### src/rmi_pkg.sv
// ----------------------------------------------------------------------------
// rmi_pkg: shared constants and types for the running median insert unit
// Sizes of the sorted cell chain and the flag bundle passed between cells.
// ----------------------------------------------------------------------------
package rmi_pkg;

    localparam int CAPACITY   = 1024;
    localparam int SAMPLE_W   = 32;
    localparam int MEDIAN_W   = SAMPLE_W + 1;
    localparam int COUNT_W    = 11;
    localparam int CNT_W      = $clog2(CAPACITY + 1);
    // cell that always holds the upper middle sample
    localparam int HALF       = CAPACITY / 2;

    typedef logic signed [SAMPLE_W-1:0] sample_t;

    // status one cell shows to its neighbors
    typedef struct packed {
        logic occ;  // cell holds a stored sample
        logic gt;   // stored sample is greater than the incoming one
    } cell_flags_t;

endpackage

### src/rmi_cell.sv
// ----------------------------------------------------------------------------
// rmi_cell: one slot of the sorted insertion chain
// Holds one sample; on insert keeps it, takes a neighbor's, or takes the new one.
// ----------------------------------------------------------------------------
module rmi_cell
    import rmi_pkg::*;
(
    input  logic        clk,
    input  logic        load,
    input  logic        shift_left,
    input  sample_t     sample,
    input  logic        occ,
    input  sample_t     left_value,
    input  cell_flags_t left_flags,
    input  sample_t     right_value,
    input  cell_flags_t right_flags,
    output sample_t     value,
    output sample_t     value_next,
    output cell_flags_t flags
);

    sample_t value_reg;
    logic    gt;
    logic    take_nb;
    logic    keep;
    sample_t nb_value;

    assign gt    = value_reg > sample;
    assign flags = '{occ: occ, gt: gt};
    assign value = value_reg;

    always_comb
    begin
        if (shift_left)
        begin
            // samples not above the new one move one slot left
            take_nb  = right_flags.occ & ~right_flags.gt;
            keep     = occ & gt;
            nb_value = right_value;
        end
        else
        begin
            // samples above the new one move one slot right
            take_nb  = left_flags.occ & left_flags.gt;
            keep     = occ & ~gt;
            nb_value = left_value;
        end

        if (!load)
            value_next = value_reg;
        else if (take_nb)
            value_next = nb_value;
        else if (keep)
            value_next = value_reg;
        else
            value_next = sample;
    end

    always_ff @(posedge clk)
    begin
        value_reg <= value_next;
    end

endmodule

### config.mk
export PLATFORM = sky130hd
export DESIGN_NAME = rmi_cell
export DESIGN_NICKNAME = d
export VERILOG_FILES = /design/src/rmi_pkg.sv /design/src/rmi_cell.sv
export SDC_FILE = /design/constraint.sdc
export NUM_CORES = 1
export LEC_CHECK = 0
export BUFFER_PORTS_ARGS = -buffer_cell sky130_fd_sc_hd__buf_2
export CORE_UTILIZATION = 44
export CTS_CLUSTER_DIAMETER = 150
export DETAILED_ROUTE_END_ITERATION = 8
export PLACE_DENSITY = 0.82
export SLEW_MARGIN = 5
export SYNTH_ARGS = -nofsm -noshare
export SYNTH_HDL_FRONTEND = slang
export SYNTH_SLANG_ARGS = --single-unit
### constraint.sdc
create_clock -name clk -period 4.35 [get_ports clk]
set_input_delay 0.87 -clock clk [delete_from_list [all_inputs] [get_ports clk]]
set_output_delay 0.87 -clock clk [all_outputs]
set_load 0.005 [all_outputs]
==> impl_metrics.yaml <==
drt:
  num_vias: 3276
  routed_wirelength_um: 9995
  final_antenna_net_count: 0
  drc: 0
  routedWlPerCell_um: 17.50
  routed_via_density: 5.737
  drt_iter0_drc: 249
  drt_pass1_iterations: 4
synth:
  synth_top_area_share_pct: 23.01
  ys.flop_type: "dfxtp_1"
  synth_cell_types: 38
  synth-edff-count: 0
  yosys.area.top_type: "dfxtp_1"
  async_reset_ff_share_pct: 0
  synth_seq_cells: 32
  syn_area_um2: 2784
  ys_warn_count: 0
  ys_top_cells_by_area: "dfxtp_1 (23%), a2bb2oi_2 (16%), ha_1 (14%)"
  synthCells: 319
  ys_seq_area_share_pct: 23.01
  synth_area_per_cell_um2: 8.727
  synth_nets: 455
run_status:
  violations: "setup timing"
  status: "finished, violations left"
final_layout:
  mostFrequentLayoutCell: "buf_2"
  nNetsFinal: 632
  synthToLayoutAreaGrowth_pct: 57.39
  drive_above_1_share_pct: 58.47
  final_cell_mix: "buf_2 (154), nand2_1 (38), dfxtp_1 (32)"
  nFillCells: 460
  finish.instance_area_um2: 4382
  antenna_cells: 0
  largest_reg_flops: 32
global_route:
  grt_max_degree: 24
  grt_usage_pct: 26.16
  grt_pass1_vias: 2937
  grt_pass1_wl_um: 13440
  grt_antenna_before_repair: 0
  overflow: 0
worst_setup_path:
  critPathTopFamily: "compound AO/OA/AOI/OAI gates"
  ff2ff_setup_slack_ns: 1.38
  crit_path_end_kind: "output pin"
  path_cells: "buf_2, inv_1, ha_1, nand4_1, or4_4, o2111ai_4, a32oi_2, a41oi_2, nand4b_4, a21boi_4, buf_6, a2bb2oi_2, buf_2"
  path_common_cell: "buf_2"
  critical_path_class: "in2out"
  rr_startpoint: "value[0]$_DFF_P_"
  cp_data_arrival_time_ns: 3.52
  worstPathRequired_ns: 3.48
  crit_path_start_kind: "primary input"
  path_buf_inv: 4
  cp_slowest_cell: "or4_4"
  crit_end: "value_next[23]"
  cp_max_fo: 8
  cp_slowest_stage_delay_ns: 0.55
  crit_path_start: "sample[8]"
  r2r-end: "value[21]$_DFF_P_"
  cp.depth: 13
  r2r_cells: 12
clock_network:
  clockBufferDepth: 2
  htree_num_levels: 2
  clock_sinks: 32
  worstSkewPairLatency_ns: 0.29
  tritoncts: "done"
  cts_made_buffers: 5
  ctsRootBufferMaster: "clkbuf_8"
  clk_pin_slew_worst_paths_ns: 0.07
  postCtsHoldBufs: 0
power_and_ir_drop:
  ir_worst_vdd_mv: 0.2515
  p_per_area_nw_per_um2: 393.4
  p_leak_nw: 2.003
  power_mw: 1.724
sta:
  setup_viol: 16
  rsz0062_at_grt: "true"
  timing.final.max_slew_violations: 0
  period_share_pct: 101.0
  hold_viol: 0
  fin_ws_ns: -0.04424
  fin_worst_skew_ns: 0.005390
  max_freq_mhz: 227.6
  period_minus_slack_ns: 4.394
  worstMarginPinSlew_ns: 0.5476
  slew_headroom_pct: 63.49
floorplan:
  core-area_um2: 6026
  initial_utilization_pct: 46.20
  rows: 28
  die_x_um: 81.55
  io_pins: 170
  die_h_um: 81.55
  die-area_um2: 6650
placement:
  dpl.hpwl_um: 6792
  gp_congestion: 0.8067
  dp_slack_ns: -0.1487
  io_buffers: 169
  placed_area_um2: 3742
min_path:
  holdCritPathClass: "reg2reg"
job:
  drv_cap: 0
-- worst min path at each step --
stage	depth (start not counted)	from	to	slack (ns)
6_report	1	value[19]$_DFF_P_	value[19]$_DFF_P_	0.54
5_1_grt	1	value[19]$_DFF_P_	value[19]$_DFF_P_	0.56
4_1_cts	1	value[0]$_DFF_P_	value[0]$_DFF_P_	0.53
3_5_place_dp	1	value[0]$_DFF_P_	value[0]$_DFF_P_	0.52
3_3_place_gp	1	value[31]$_DFF_P_	value[31]$_DFF_P_	0.52
2_1_floorplan	1	value[0]$_DFF_P_	value[0]$_DFF_P_	0.53
-- worst reg2reg max path, delay by kind of cell, from the launching register on --
kind            cells  cell delay [ns]
simple gates        3             0.83
fa+ha+maj           1             0.28
flops               1             0.39
compound gates      5             1.02
buf+inv             3             0.42
-- routing by layer --
metal  up-vias  wire length (µm)  track usage (%)  part of all wire [%]
met5         -                 0                0                     0
met3        32               436            4.444                   4.4
li1       1553                 -                -                     -
met1      1555              3995            30.19                    40
met4         0               322            8.750                   3.2
met2       136              5240            48.17                    52
-- cell usage after synthesis, drive strengths merged, types with 2 or more instances --
cell	count
or3	2
nor2	4
mux2i	9
a21boi	2
and3	2
inv	37
o22ai	23
buf	9
nand3	6
nand2	38
a2bb2oi	32
clkbuf	15
ha	32
o31ai	33
or4	2
nand4	9
a21oi	15
dfxtp	32
o21ai	4
-- power by group --
| part | internal [mW] | switching, mW |
|---|---|---|
| registers | 0.379 | 0.112 |
| clock network | 0.109 | 0.120 |
| logic | 0.550 | 0.454 |
-- metrics by stage --
step	hold WS, ns	cells	TNS, ns	util (%)
after floorplan	0.5300	319	0	-
after global placement	0.5174	554	-0.4519	62.11
after detailed placement	0.5215	554	-3.255	62.11
after CTS	0.5303	565	0	65.30
after global routing	0.5569	571	-3.407	72.72
final	0.5375	571	-0.2926	72.72
-- cell type report --
type	count	area (µm²)	area share, %
Clock buffer	6	72.57	1.656
Multi-Input combinational cell	225	2247	51.29
Timing Repair Buffer	194	1172	26.76
Sequential cell	32	640.6	14.62
Tap cell	75	93.84	2.142
Inverter	38	150.1	3.427
Clock inverter	1	5.005	0.1142
-- what timing repair did --
| action | CTS | global route |
|---|---|---|
| setup endpoints to repair | 32 | 32 |
| cloned | 1 | 1 |
| setup buffers | 3 | 7 |
| resized for setup | 14 | 69 |
| pin swaps | 7 | 21 |
-- kinds of logic (layout without fill, tap and decap cells) --
| family | count (synthesis) | in the layout | synth area share, % |
|---|---|---|---|
| DFF | 32 | 32 | 23.01 |
| buffers and inverters | 62 | 239 | 9.572 |
| muxes | 9 | 9 | 3.236 |
| adders and majority gates | 32 | 32 | 14.38 |
| and+or+nand+nor | 67 | 67 | 11.86 |
| xor gates and xnor gates | 1 | 1 | 0.3147 |
| AOI/OAI and AO/OA | 116 | 116 | 37.62 |
Power figures use the tool's default switching activity.
